--- config.mk ---
export PLATFORM = sky130hd
export DESIGN_NAME = mts_min_unit
export DESIGN_NICKNAME = d
export VERILOG_FILES = /design/src/design/mts_pkg.sv /design/src/design/mts_min_unit.sv
export SDC_FILE = /design/constraint.sdc
export NUM_CORES = 1
export LEC_CHECK = 0
export BUFFER_PORTS_ARGS = -buffer_cell sky130_fd_sc_hd__clkbuf_2
export CORE_AREA = 2 2 134 136
export DETAILED_ROUTE_END_ITERATION = 7
export DIE_AREA = 0 0 136 138
export MAX_ROUTING_LAYER = met4
export PLACE_DENSITY = 0.67
export SYNTH_ARGS = -nofsm -noshare
export SYNTH_HDL_FRONTEND = slang
export SYNTH_SLANG_ARGS = --single-unit
--- constraint.sdc ---
create_clock -name vclk -period 8.05
set_clock_uncertainty 0.1 [all_clocks]
set_input_delay 1.2075 -clock vclk [all_inputs]
set_output_delay 1.2075 -clock vclk [all_outputs]
set_load 0.05 [all_outputs]
--- src/design/mts_pkg.sv ---
`timescale 1ns / 1ps

package mts_pkg;

    // widths fixed by the item fields
    localparam int VALUE_W = 32;
    localparam int ENTRY_W = 34;

    // operation codes
    localparam logic [1:0] FUNC_PUSH    = 2'd0;
    localparam logic [1:0] FUNC_POP     = 2'd1;
    localparam logic [1:0] FUNC_MIN_RD  = 2'd2;

    // result status codes
    localparam logic [1:0] STATUS_OK    = 2'd0;
    localparam logic [1:0] STATUS_EMPTY = 2'd1;
    localparam logic [1:0] STATUS_FULL  = 2'd2;

    typedef struct packed {
        logic [1:0]                func;
        logic signed [VALUE_W-1:0] push_value;
    } req_t;

    typedef struct packed {
        logic signed [VALUE_W-1:0] result_value;
        logic [1:0]                status;
    } rsp_t;

    // outcome of the top-of-stack decode on a pop
    typedef struct packed {
        logic                      take_min;
        logic signed [VALUE_W-1:0] value;
        logic signed [VALUE_W-1:0] restored_min;
    } pop_dec_t;

endpackage

--- src/design/mts_min_unit.sv ---
`timescale 1ns / 1ps

module mts_min_unit
    import mts_pkg::*;
(
    input  logic signed [VALUE_W-1:0] push_value,
    input  logic signed [VALUE_W-1:0] cur_min,
    input  logic                      stack_empty,
    input  logic signed [ENTRY_W-1:0] top_entry,
    output logic                      new_min,
    output logic signed [ENTRY_W-1:0] push_entry,
    output pop_dec_t                  pop_dec
);

    logic signed [ENTRY_W-1:0] x_ext;
    logic signed [ENTRY_W-1:0] min_ext;
    logic signed [ENTRY_W:0]   restore_full;

    assign x_ext   = ENTRY_W'(push_value);
    assign min_ext = ENTRY_W'(cur_min);

    // push encode: a value below the minimum on a non-empty stack is stored as 2*x - min
    assign new_min    = stack_empty || (push_value < cur_min);
    assign push_entry = (!stack_empty && (push_value < cur_min))
                        ? ((x_ext <<< 1) - min_ext) : x_ext;

    // pop decode: an entry below the minimum marks a minimum change
    assign restore_full = ((ENTRY_W+1)'(min_ext) <<< 1) - (ENTRY_W+1)'(top_entry);

    always_comb
    begin
        pop_dec.take_min     = top_entry < min_ext;
        pop_dec.value        = pop_dec.take_min ? cur_min : top_entry[VALUE_W-1:0];
        pop_dec.restored_min = pop_dec.take_min ? restore_full[VALUE_W-1:0] : cur_min;
    end

endmodule

Word-level counts from Yosys, hierarchy flattened
Cells that the tools add are included.
- bits in registers: 0
- input bits: 99
- word-level logic and storage cells: 10
- reductions and logical operators: 3
- order comparisons: 2
- mux-type cells: 3
- add/sub/neg operators: 2
- operator list (kind ; count):
    $mux 32 ; 2
    $lt 34x32->1 ; 1
    $mux 34 ; 1
    $sub 33x32->34 ; 1
    $lt 32x32->1 ; 1
    $sub 32x32->32 ; 1
    $logic_and 1x1->1 ; 1
    $logic_not 1->1 ; 1
    $logic_or 1x1->1 ; 1

Logic depth before layout (Yosys ltp)
Gate-level depths: netlist of run 1.
- depth after elaboration: 3
- mapped depth: 12
- depth with buffers taken out: 10

Worst setup path before layout of run 1
No wires, ideal clock.
- path kind: in2out
- from: input cur_min[0]
- to: output pop_dec[24] in the netlist's numbering
- cell stages on the path: 10
- setup slack: 2.427 ns
- arrival: 4.315 ns
- path through: inv_1 -> fa_1 -> nand2b_1 -> a21oi_1 -> o31a_1 -> o21ai_1 -> a2111oi_0 -> o211ai_1 -> nor4b_1 -> a211oi_1
- RTL lines (item ; RTL line ; RTL):
    from (decl) ; mts_min_unit.sv:7 ; input logic signed [VALUE_W-1:0] cur_min,
    to (decl) ; mts_min_unit.sv:12 ; output pop_dec_t pop_dec

==> impl_metrics.prom, run 1 <==
# TYPE chip_impl_metric gauge
chip_impl_metric{name="multiInputGateArea",unit="um2"} 5560
chip_impl_metric{name="grt_max_degree",unit=""} 56
chip_impl_info{name="cpMaxStageDelayCell",value="sky130_fd_sc_hd__a41oi_4"} 1
chip_impl_info{name="startpoint_type_of_the_worst_setup_path",value="primary input"} 1
chip_impl_metric{name="hold_violations",unit=""} 0
chip_impl_metric{name="synthesis.yosys.warnings",unit=""} 0
chip_impl_info{name="timing.hold.worst_endpoint",value="pop_dec[29]"} 1
chip_impl_metric{name="seqPwrFrac",unit=""} 0
chip_impl_metric{name="drt-pass1-iter-count",unit=""} 5
chip_impl_metric{name="postCtsHoldBufs",unit=""} 0
chip_impl_metric{name="clock_power_share",unit=""} 0
chip_impl_info{name="rsz0062_at_grt",value="false"} 1
chip_impl_metric{name="remaining_drc_errors",unit=""} 0
chip_impl_metric{name="finalNetCount",unit=""} 1310
chip_impl_metric{name="power.density_cell_area",unit="nW/um2"} 120
chip_impl_info{name="synthDominantAreaCellType",value="sky130_fd_sc_hd__ha_1"} 1
chip_impl_metric{name="worstPathRequired",unit="ns"} 6.74
chip_impl_metric{name="synthesis.nets",unit=""} 1139
chip_impl_metric{name="portBuffers",unit=""} 199
chip_impl_metric{name="vias_per_cell",unit=""} 5.47
chip_impl_metric{name="netlist_area",unit="um2"} 6000
chip_impl_metric{name="relSlewSlack",unit=""} 0.317
chip_impl_metric{name="layout_min_cycle_time",unit="ns"} 6.33
chip_impl_info{name="path_class",value="in2out"} 1
chip_impl_info{name="critical_path.endpoint_type",value="primary output"} 1
chip_impl_metric{name="grt_pass1_vias",unit=""} 6571
chip_impl_metric{name="syn2layout_area_growth",unit="%"} 19.8
chip_impl_info{name="worst_path_most_repeated_cell",value="sky130_fd_sc_hd__clkbuf_2"} 1
chip_impl_metric{name="globalplace.congestion",unit=""} 0.940
chip_impl_metric{name="largest_fanout_of_any_net_on_the_critical_path",unit=""} 42
chip_impl_metric{name="initial_antenna_violation_count",unit=""} 1
chip_impl_info{name="critical_path.top_delay_family",value="compound AO/OA/AOI/OAI gates"} 1
chip_impl_metric{name="final-seq-area",unit="um2"} 0
chip_impl_info{name="critical_path.startpoint",value="cur_min[21]"} 1
chip_impl_info{name="hold_class",value="in2out"} 1
chip_impl_metric{name="power.switching",unit="W"} 0.000609
chip_impl_info{name="status",value="complete, no violations"} 1
chip_impl_metric{name="synthDistinctLibCells",unit=""} 72
chip_impl_metric{name="sequential_cell_total",unit=""} 0
chip_impl_metric{name="worst_slew_pin_slew",unit="ns"} 1.02
chip_impl_metric{name="finalSetupTns",unit="ns"} 0
chip_impl_metric{name="final.period_utilization",unit=""} 0.786
chip_impl_metric{name="synth-seq-area-share",unit=""} 0
chip_impl_metric{name="yosysTopAreaCellShare",unit=""} 0.261
chip_impl_metric{name="swShare",unit=""} 0.709
chip_impl_metric{name="power.combinational.fraction",unit=""} 1.000
chip_impl_info{name="min_from",value="cur_min[29]"} 1
chip_impl_info{name="post-synth-top-count-cell",value="sky130_fd_sc_hd__ha_1"} 1
chip_impl_metric{name="pin_count",unit=""} 199
chip_impl_metric{name="full_die_area",unit="um2"} 18800
chip_impl_metric{name="fill_cells",unit=""} 1946
chip_impl_metric{name="routedWlPerCell",unit="um"} 16.2
chip_impl_metric{name="setup_viol",unit=""} 0
chip_impl_metric{name="drv.max_cap_violation_count",unit=""} 0
chip_impl_info{name="critical_path.cell_chain",value="clkbuf_2 > inv_1 > ha_1 > nand4_1 > or4_1 > a211oi_1 > o21ai_1 > a41oi_4 > buf_4 > nor2_1 > a311oi_1 > clkbuf_2"} 1
chip_impl_metric{name="worst-endpoint-arrival",unit="ns"} 5.02
chip_impl_metric{name="power.internal",unit="W"} 0.000251
chip_impl_metric{name="floorplan.rows",unit=""} 49
chip_impl_metric{name="final_layout_size_suffix_gt1_frac",unit=""} 0.207
chip_impl_metric{name="p_leak",unit="nW"} 3.82
chip_impl_metric{name="power",unit="W"} 0.000860
chip_impl_metric{name="ant_nets",unit=""} 0
chip_impl_metric{name="cp.buffers_inverters",unit=""} 4
chip_impl_metric{name="post-route-cell-area",unit="um2"} 7190
chip_impl_metric{name="timing.critical_path.slowest_cell_delay",unit="ns"} 0.81
chip_impl_metric{name="area_of_placed_instances",unit="um2"} 7190
chip_impl_metric{name="initial_utilization",unit=""} 0.342
chip_impl_metric{name="core_area",unit="um2"} 17500
chip_impl_metric{name="nClkBuffers",unit=""} 0
chip_impl_metric{name="place_hpwl",unit="um"} 18300
chip_impl_metric{name="post_synth_inst_count",unit=""} 913
chip_impl_metric{name="die_h",unit="um"} 138
chip_impl_metric{name="syn_avg_cell_area",unit="um2"} 6.57
chip_impl_info{name="synth_area_leaders",value="sky130_fd_sc_hd__ha_1 26%, sky130_fd_sc_hd__o21ai_0 8.7%, sky130_fd_sc_hd__nand2_1 7.6%"} 1
chip_impl_metric{name="grt-ovfl-total",unit=""} 0
chip_impl_metric{name="die_width",unit="um"} 136
chip_impl_metric{name="post_cts.resized_instances",unit=""} 0
chip_impl_metric{name="dr.first_iter.drc_count",unit=""} 396
chip_impl_metric{name="postCtsSetupRepairBufs",unit=""} 0
chip_impl_info{name="synth_commonest_cells",value="125 x sky130_fd_sc_hd__ha_1, 121 x sky130_fd_sc_hd__nand2_1, 104 x sky130_fd_sc_hd__o21ai_0, 89 x sky130_fd_sc_hd__a21oi_1, 85 x sky130_fd_sc_hd__inv_1"} 1
chip_impl_metric{name="grt_pass1_wl",unit="um"} 33300
chip_impl_metric{name="whs_path_depth",unit=""} 4
chip_impl_metric{name="routed-via-count",unit=""} 7182
chip_impl_metric{name="grtUsageTotal",unit=""} 0.219
chip_impl_metric{name="final_max_slew_viol_count",unit=""} 0
chip_impl_metric{name="max-vdd-ir-drop",unit="uV"} 72.4
chip_impl_metric{name="timing.fmax",unit="GHz"} 0.158
chip_impl_metric{name="total_wirelength",unit="um"} 21200
cell type report:
type	count	area share
multi-input combinational	794	0.773
timing repair buffer	202	0.142
inverter	86	0.0449
tap	229	0.0399
antenna	1	0.000348
routing by layer:
metal / vias to the layer above / GRT usage / wire length [um]
met5: - / - / 0
met1: 3239 / 0.294 / 9870
li1: 3684 / - / -
met4: 0 / 0.0148 / 173
met3: 12 / 0.0161 / 1340
met2: 247 / 0.375 / 9820
layout by cell type (no fill, tap or decap), types with 7 or more instances in the layout:
cell / netlist / routed
sky130_fd_sc_hd__clkbuf_2: 0 / 199
sky130_fd_sc_hd__ha_1: 125 / 125
sky130_fd_sc_hd__nand2_1: 121 / 121
sky130_fd_sc_hd__o21ai_0: 104 / 104
sky130_fd_sc_hd__a21oi_1: 89 / 89
sky130_fd_sc_hd__inv_1: 85 / 85
sky130_fd_sc_hd__nor2_1: 51 / 51
sky130_fd_sc_hd__a21o_1: 38 / 38
sky130_fd_sc_hd__xnor2_1: 27 / 27
sky130_fd_sc_hd__xor2_1: 19 / 19
sky130_fd_sc_hd__nand4_1: 16 / 16
sky130_fd_sc_hd__nor2b_1: 15 / 15
sky130_fd_sc_hd__o21ai_1: 13 / 13
sky130_fd_sc_hd__nand3_1: 12 / 12
sky130_fd_sc_hd__a211oi_1: 12 / 12
sky130_fd_sc_hd__o31ai_1: 12 / 12
sky130_fd_sc_hd__nand2b_1: 10 / 10
sky130_fd_sc_hd__nor3_1: 9 / 9
sky130_fd_sc_hd__o21bai_1: 9 / 9
sky130_fd_sc_hd__a211o_1: 7 / 7
sky130_fd_sc_hd__a221oi_1: 7 / 7
sky130_fd_sc_hd__o211ai_1: 7 / 7
sky130_fd_sc_hd__and2_1: 7 / 7
worst min-delay path, cell delays in order:
cell and delay [ns]:
sky130_fd_sc_hd__clkbuf_2 0.10, sky130_fd_sc_hd__nand2_1 0.05, sky130_fd_sc_hd__o21ai_1 0.05, sky130_fd_sc_hd__clkbuf_2 0.23
how the worst max path moves through the flow:
stage                  end  slack [ns]  cells after the start
6_report       pop_dec[16]        1.72                     12
5_1_grt        pop_dec[16]        1.39                     12
4_1_cts        pop_dec[16]        1.64                     12
3_5_place_dp   pop_dec[16]        1.65                     12
3_3_place_gp    pop_dec[0]        1.78                     11
2_1_floorplan  pop_dec[24]        2.43                     10
cell families (layout without fill, tap and decap cells):
logic type,count (synthesis),count (layout),share of synthesized area
compound gates,346,346,0.366
simple gates,269,269,0.211
fa+ha+maj,127,127,0.267
buf+inv,119,288,0.0784
xor+xnor,46,46,0.0671
mux,6,6,0.0110
other cells,0,1,0
through the flow:
stage          hold WS, ns  instances   util  setup WS (ns)
2_1_floorplan         2.60        913      -           2.43
3_3_place_gp          2.75       1311  0.410           1.78
3_5_place_dp          2.75       1311  0.410           1.65
4_1_cts               2.75       1311  0.410           1.64
5_1_grt               2.79       1312  0.410           1.39
6_report              2.75       1312  0.410           1.72
power by group through the flow:
| stage | clock network (W) | logic (W) | registers, W |
|---|---|---|---|
| global placement | 0 | 0.000853 | 0 |
| floorplan | 0 | 0.000649 | 0 |
| finish | 0.0000000000166 | 0.000860 | 0 |
| CTS | 0 | 0.000859 | 0 |
| global route | 0.0000000000166 | 0.000932 | 0 |
| detailed placement | 0 | 0.000855 | 0 |
Note: power is estimated with default switching activity, not from simulation.
==> run 2, diff against run 1 <==
--- a/config.mk
+++ b/config.mk
@@ -10,7 +10,7 @@
 export DETAILED_ROUTE_END_ITERATION = 7
 export DIE_AREA = 0 0 136 138
 export MAX_ROUTING_LAYER = met4
-export PLACE_DENSITY = 0.67
+export PLACE_DENSITY = 0.7
 export SYNTH_ARGS = -nofsm -noshare
 export SYNTH_HDL_FRONTEND = slang
 export SYNTH_SLANG_ARGS = --single-unit
==> constraint.sdc (replaced) <==
create_clock -name vclk -period 5.7
set_clock_uncertainty 0.1 [all_clocks]
set_input_delay 0.855 -clock vclk [all_inputs]
set_output_delay 0.855 -clock vclk [all_outputs]
set_load 0.05 [all_outputs]
==> impl_metrics.prom, run 2 (synthesis results as in run 1) <==
# TYPE chip_impl_metric gauge
chip_impl_metric{name="final_max_slew_viol_count",unit=""} 0
chip_impl_metric{name="drt-pass1-iter-count",unit=""} 5
chip_impl_metric{name="cp.buffers_inverters",unit=""} 4
chip_impl_metric{name="grt_pass1_vias",unit=""} 6443
chip_impl_metric{name="timing.fmax",unit="GHz"} 0.196
chip_impl_metric{name="pin_count",unit=""} 199
chip_impl_metric{name="finalSetupTns",unit="ns"} 0
chip_impl_metric{name="remaining_drc_errors",unit=""} 0
chip_impl_metric{name="initial_antenna_violation_count",unit=""} 0
chip_impl_metric{name="worst_slew_pin_slew",unit="ns"} 0.554
chip_impl_metric{name="floorplan.rows",unit=""} 49
chip_impl_metric{name="relSlewSlack",unit=""} 0.621
chip_impl_metric{name="portBuffers",unit=""} 199
chip_impl_metric{name="hold_violations",unit=""} 0
chip_impl_info{name="rsz0062_at_grt",value="false"} 1
chip_impl_metric{name="nClkBuffers",unit=""} 0
chip_impl_metric{name="postCtsSetupRepairBufs",unit=""} 0
chip_impl_metric{name="power",unit="W"} 0.00121
chip_impl_metric{name="layoutNonFillerInstCount",unit=""} 1310
chip_impl_metric{name="worst-endpoint-arrival",unit="ns"} 4.13
chip_impl_metric{name="place_hpwl",unit="um"} 18000
chip_impl_metric{name="dr.first_iter.drc_count",unit=""} 341
chip_impl_metric{name="postLayoutCoreUtil",unit=""} 0.411
chip_impl_info{name="critical_path.endpoint_type",value="primary output"} 1
chip_impl_metric{name="antenna_cells",unit=""} 0
chip_impl_metric{name="area_of_placed_instances",unit="um2"} 7200
chip_impl_metric{name="final-seq-area",unit="um2"} 0
chip_impl_metric{name="grtUsageTotal",unit=""} 0.215
chip_impl_metric{name="layout_min_cycle_time",unit="ns"} 5.09
chip_impl_metric{name="initial_utilization",unit=""} 0.342
chip_impl_metric{name="worstPathRequired",unit="ns"} 4.74
chip_impl_metric{name="routed-via-count",unit=""} 7242
chip_impl_metric{name="syn2layout_area_growth",unit="%"} 20.0
chip_impl_metric{name="core_area",unit="um2"} 17500
chip_impl_metric{name="fill_cells",unit=""} 1908
chip_impl_metric{name="postCtsHoldBufs",unit=""} 0
chip_impl_info{name="critical_path.startpoint",value="cur_min[20]"} 1
chip_impl_metric{name="die_width",unit="um"} 136
chip_impl_metric{name="routedWlPerCell",unit="um"} 15.9
chip_impl_info{name="status",value="complete, no violations"} 1
chip_impl_metric{name="drv.max_cap_violation_count",unit=""} 0
chip_impl_metric{name="vias_per_cell",unit=""} 5.53
chip_impl_metric{name="largest_fanout_of_any_net_on_the_critical_path",unit=""} 130
chip_impl_info{name="hold_class",value="in2out"} 1
chip_impl_metric{name="timing.critical_path.slowest_cell_delay",unit="ns"} 0.57
chip_impl_metric{name="grt-ovfl-total",unit=""} 0
chip_impl_metric{name="ant_nets",unit=""} 0
chip_impl_metric{name="worstSetupPathDepth",unit=""} 12
chip_impl_metric{name="post-route-cell-area",unit="um2"} 7200
chip_impl_metric{name="setup_viol",unit=""} 0
chip_impl_metric{name="max-vdd-ir-drop",unit="uV"} 124
chip_impl_metric{name="final_layout_size_suffix_gt1_frac",unit=""} 0.206
chip_impl_info{name="endpoint",value="pop_dec[19]"} 1
chip_impl_metric{name="dpl.cell_count",unit=""} 1310
chip_impl_info{name="worst_path_most_repeated_cell",value="sky130_fd_sc_hd__clkbuf_2"} 1
chip_impl_info{name="mostFrequentLayoutCell",value="sky130_fd_sc_hd__clkbuf_2"} 1
chip_impl_metric{name="sequential_cell_total",unit=""} 0
chip_impl_metric{name="post_cts.resized_instances",unit=""} 0
chip_impl_metric{name="total_wirelength",unit="um"} 20800
chip_impl_info{name="critical_path.cell_chain",value="clkbuf_2 > inv_1 > ha_1 > nand4_1 > or4_1 > a211oi_1 > o21ai_1 > a41oi_4 > buf_12 > nor2b_1 > a221oi_1 > clkbuf_2"} 1
chip_impl_metric{name="p_leak",unit="nW"} 3.83
chip_impl_metric{name="full_die_area",unit="um2"} 18800
chip_impl_metric{name="globalplace.congestion",unit=""} 0.951
chip_impl_metric{name="power.density_cell_area",unit="nW/um2"} 168
chip_impl_info{name="cpMaxStageDelayCell",value="sky130_fd_sc_hd__or4_1"} 1
chip_impl_metric{name="finalNetCount",unit=""} 1309
chip_impl_info{name="startpoint_type_of_the_worst_setup_path",value="primary input"} 1
chip_impl_info{name="path_class",value="in2out"} 1
chip_impl_metric{name="final.period_utilization",unit=""} 0.893
chip_impl_metric{name="grt_pass1_wl",unit="um"} 32600
chip_impl_metric{name="grt_max_degree",unit=""} 131
chip_impl_info{name="mostFrequentLayoutCells",value="199 x sky130_fd_sc_hd__clkbuf_2, 125 x sky130_fd_sc_hd__ha_1, 121 x sky130_fd_sc_hd__nand2_1, 104 x sky130_fd_sc_hd__o21ai_0, 89 x sky130_fd_sc_hd__a21oi_1"} 1
chip_impl_metric{name="die_h",unit="um"} 138
chip_impl_info{name="critical_path.top_delay_family",value="compound AO/OA/AOI/OAI gates"} 1
==> run 2: how the worst min path moves through the flow <==
stage | start | to | slack [ns] | cells after the start
3_5_place_dp | cur_min[27] | pop_dec[27] | 2.05 | 4
5_1_grt | cur_min[31] | pop_dec[31] | 2.08 | 4
4_1_cts | cur_min[27] | pop_dec[27] | 2.05 | 4
2_1_floorplan | push_value[31] | push_entry[33] | 1.89 | 2
3_3_place_gp | cur_min[27] | pop_dec[27] | 2.05 | 4
6_report | cur_min[27] | pop_dec[27] | 2.05 | 4
==> run 2: metal layers <==
layer  wire length [um]  part of all wire  vias up  track usage
met4                202            0.0097        0       0.0175
met2               9750              0.47      317        0.366
met1               9120              0.44     3230        0.281
met3               1770             0.085       18       0.0264
met5                  0                 0        -            -
li1                   -                 -     3677            -
==> run 2: stage by stage <==
stage	hold WS, ns	worst slack [ns]
detailed placement	2.05	0.563
global placement	2.05	0.651
floorplan	1.89	0.782
global route	2.08	0.382
finish	2.05	0.610
CTS	2.05	0.562
==> run 2: cell type report <==
| cell class | instances | area (um2) | share of cell area |
|---|---|---|---|
| Tap cell | 229 | 287 | 0.0398 |
| Multi-Input combinational cell | 794 | 5560 | 0.772 |
| Inverter | 86 | 323 | 0.0448 |
| Timing Repair Buffer | 201 | 1040 | 0.144 |
==> run 2: tightest hold or removal path: stages <==
cell and delay, ns:
sky130_fd_sc_hd__clkbuf_2 0.11, sky130_fd_sc_hd__nand2_1 0.05, sky130_fd_sc_hd__o21ai_1 0.05, sky130_fd_sc_hd__clkbuf_2 0.23
==> run 2: power breakdown <==
group	switching (W)	leakage (nW)	internal, W
sequential	0	0	0
combinational	0.000855	3.83	0.000357
clock	0	0	0
==> run 3, diff against run 2 <==
--- a/config.mk
+++ b/config.mk
@@ -6,9 +6,9 @@
 export NUM_CORES = 1
 export LEC_CHECK = 0
 export BUFFER_PORTS_ARGS = -buffer_cell sky130_fd_sc_hd__clkbuf_2
-export CORE_AREA = 2 2 134 136
+export CORE_AREA = 3 3 135 137
 export DETAILED_ROUTE_END_ITERATION = 7
-export DIE_AREA = 0 0 136 138
+export DIE_AREA = 0 0 138 140
 export MAX_ROUTING_LAYER = met4
 export PLACE_DENSITY = 0.7
 export SYNTH_ARGS = -nofsm -noshare
==> impl_metrics.prom, run 3 (synthesis results as in run 1) <==
# TYPE chip_impl_metric gauge
chip_impl_metric{name="core_area",unit="um2"} 17200
chip_impl_metric{name="layout_min_cycle_time",unit="ns"} 5.00
chip_impl_metric{name="worstPathRequired",unit="ns"} 4.74
chip_impl_metric{name="vias_per_cell",unit=""} 5.55
chip_impl_metric{name="postCtsSetupRepairBufs",unit=""} 0
chip_impl_metric{name="full_die_area",unit="um2"} 19300
chip_impl_metric{name="initial_antenna_violation_count",unit=""} 0
chip_impl_metric{name="power.internal",unit="W"} 0.000358
chip_impl_metric{name="remaining_drc_errors",unit=""} 0
chip_impl_metric{name="post_placement_worst_setup_slack",unit="ns"} 0.681
chip_impl_info{name="hold_class",value="in2out"} 1
chip_impl_info{name="path_class",value="in2out"} 1
chip_impl_info{name="critical_path.top_delay_family",value="compound AO/OA/AOI/OAI gates"} 1
chip_impl_metric{name="timing.critical_path.slowest_cell_delay",unit="ns"} 0.57
chip_impl_metric{name="total_wirelength",unit="um"} 21100
chip_impl_metric{name="power.combinational.fraction",unit=""} 1.000
chip_impl_metric{name="syn2layout_area_growth",unit="%"} 20.1
chip_impl_metric{name="globalplace.congestion",unit=""} 0.985
chip_impl_metric{name="pin_count",unit=""} 199
chip_impl_info{name="rsz0062_at_grt",value="false"} 1
chip_impl_metric{name="drv.max_cap_violation_count",unit=""} 0
chip_impl_metric{name="worstSetupPathDepth",unit=""} 12
chip_impl_metric{name="setup_viol",unit=""} 0
chip_impl_metric{name="antenna_cells",unit=""} 0
chip_impl_metric{name="fill_cells",unit=""} 1844
chip_impl_metric{name="final_max_slew_viol_count",unit=""} 0
chip_impl_metric{name="die_h",unit="um"} 140
chip_impl_metric{name="initial_utilization",unit=""} 0.349
chip_impl_metric{name="worst-endpoint-arrival",unit="ns"} 4.05
chip_impl_metric{name="max-vdd-ir-drop",unit="uV"} 114
chip_impl_metric{name="ant_nets",unit=""} 0
chip_impl_info{name="endpoint",value="pop_dec[23]"} 1
chip_impl_metric{name="postCtsHoldBufs",unit=""} 0
chip_impl_metric{name="grt_max_degree",unit=""} 89
chip_impl_metric{name="routed-via-count",unit=""} 7256
chip_impl_metric{name="p_leak",unit="nW"} 3.83
chip_impl_metric{name="timing.fmax",unit="GHz"} 0.200
chip_impl_metric{name="finalNetCount",unit=""} 1310
chip_impl_metric{name="relSlewSlack",unit=""} 0.616
chip_impl_metric{name="grt_pass1_wl",unit="um"} 34000
chip_impl_info{name="mostFrequentLayoutCells",value="199 x sky130_fd_sc_hd__clkbuf_2, 125 x sky130_fd_sc_hd__ha_1, 121 x sky130_fd_sc_hd__nand2_1, 104 x sky130_fd_sc_hd__o21ai_0, 89 x sky130_fd_sc_hd__a21oi_1"} 1
chip_impl_metric{name="seqPwrFrac",unit=""} 0
chip_impl_metric{name="finalHoldWorstSlack",unit="ns"} 2.06
chip_impl_metric{name="final-seq-area",unit="um2"} 0
chip_impl_metric{name="clock_power_share",unit=""} 0
chip_impl_info{name="startpoint_type_of_the_worst_setup_path",value="primary input"} 1
chip_impl_metric{name="swShare",unit=""} 0.706
chip_impl_metric{name="postLayoutCoreUtil",unit=""} 0.420
chip_impl_metric{name="routedWlPerCell",unit="um"} 16.2
chip_impl_metric{name="grtUsageTotal",unit=""} 0.212
chip_impl_metric{name="power.density_cell_area",unit="nW/um2"} 169
chip_impl_info{name="critical_path.cell_chain",value="clkbuf_2 > inv_1 > ha_1 > nand4_1 > or4_1 > a211oi_1 > o21ai_1 > a41oi_4 > buf_4 > nor2b_1 > a221oi_1 > clkbuf_2"} 1
chip_impl_metric{name="die_width",unit="um"} 138
chip_impl_metric{name="post_cts.resized_instances",unit=""} 0
chip_impl_info{name="critical_path.endpoint_type",value="primary output"} 1
chip_impl_metric{name="largest_fanout_of_any_net_on_the_critical_path",unit=""} 42
chip_impl_metric{name="grt-ovfl-total",unit=""} 0
chip_impl_metric{name="floorplan.rows",unit=""} 48
chip_impl_metric{name="portBuffers",unit=""} 199
chip_impl_info{name="status",value="complete, no violations"} 1
chip_impl_metric{name="grt_pass1_vias",unit=""} 6654
chip_impl_info{name="worst_path_most_repeated_cell",value="sky130_fd_sc_hd__clkbuf_2"} 1
chip_impl_metric{name="place_hpwl",unit="um"} 18200
chip_impl_info{name="critical_path.startpoint",value="cur_min[21]"} 1
chip_impl_metric{name="final.setup.worst_slack",unit="ns"} 0.696
chip_impl_metric{name="hold_violations",unit=""} 0
chip_impl_metric{name="power.switching",unit="W"} 0.000860
chip_impl_metric{name="final_layout_size_suffix_gt1_frac",unit=""} 0.207
chip_impl_metric{name="cp.buffers_inverters",unit=""} 4
chip_impl_metric{name="nClkBuffers",unit=""} 0
chip_impl_metric{name="multiInputGateArea",unit="um2"} 5560
chip_impl_info{name="mostFrequentLayoutCell",value="sky130_fd_sc_hd__clkbuf_2"} 1
chip_impl_metric{name="sequential_cell_total",unit=""} 0
chip_impl_metric{name="drt-pass1-iter-count",unit=""} 7
chip_impl_metric{name="final.period_utilization",unit=""} 0.878
chip_impl_metric{name="finalSetupTns",unit="ns"} 0
chip_impl_metric{name="dr.first_iter.drc_count",unit=""} 406
chip_impl_metric{name="worst_slew_pin_slew",unit="ns"} 0.561
chip_impl_info{name="cpMaxStageDelayCell",value="sky130_fd_sc_hd__or4_1"} 1
## run 3: cell types whose count changed in the layout (fill, tap and decap cells not counted), sizes merged
cell,previous run,this run
buf,2,3
## run 3: cell type report
type                       count  area share
multi-input combinational    794       0.771
inverter                      86      0.0448
tap                          225      0.0391
timing repair buffer         202       0.145
## run 3: per-layer routing
metal  GRT usage  wire length [um]  up-vias
met4      0.0312               339        0
met5           -                 0        -
met1       0.284              9610     3231
met3      0.0181              1530       30
met2       0.356              9640      310
li1            -                 -     3685
## run 3: metrics by stage
step,cell area [um2],std cells,total power [W]
6_report,7210,1307,0.00122
5_1_grt,7210,1307,0.00132
3_5_place_dp,7210,1307,0.00121
4_1_cts,7210,1307,0.00122
2_1_floorplan,6000,913,0.000916
3_3_place_gp,7210,1307,0.00121
## run 3: how the worst min path moves through the flow
stage | to | slack (ns) | startpoint | cells past startpoint
finish | pop_dec[13] | 2.06 | cur_min[13] | 4
global route | pop_dec[29] | 2.08 | cur_min[29] | 4
CTS | pop_dec[29] | 2.06 | cur_min[29] | 4
global placement | pop_dec[29] | 2.06 | cur_min[29] | 4
floorplan | push_entry[33] | 1.89 | push_value[31] | 2
detailed placement | pop_dec[29] | 2.06 | cur_min[29] | 4
## run 3: power by group through the flow
stage          sequential (W)  combinational [W]  clock [W]
2_1_floorplan               0           0.000916          0
3_3_place_gp                0            0.00121          0
3_5_place_dp                0            0.00121          0
4_1_cts                     0            0.00122          0
5_1_grt                     0            0.00132          0
6_report                    0            0.00122          0
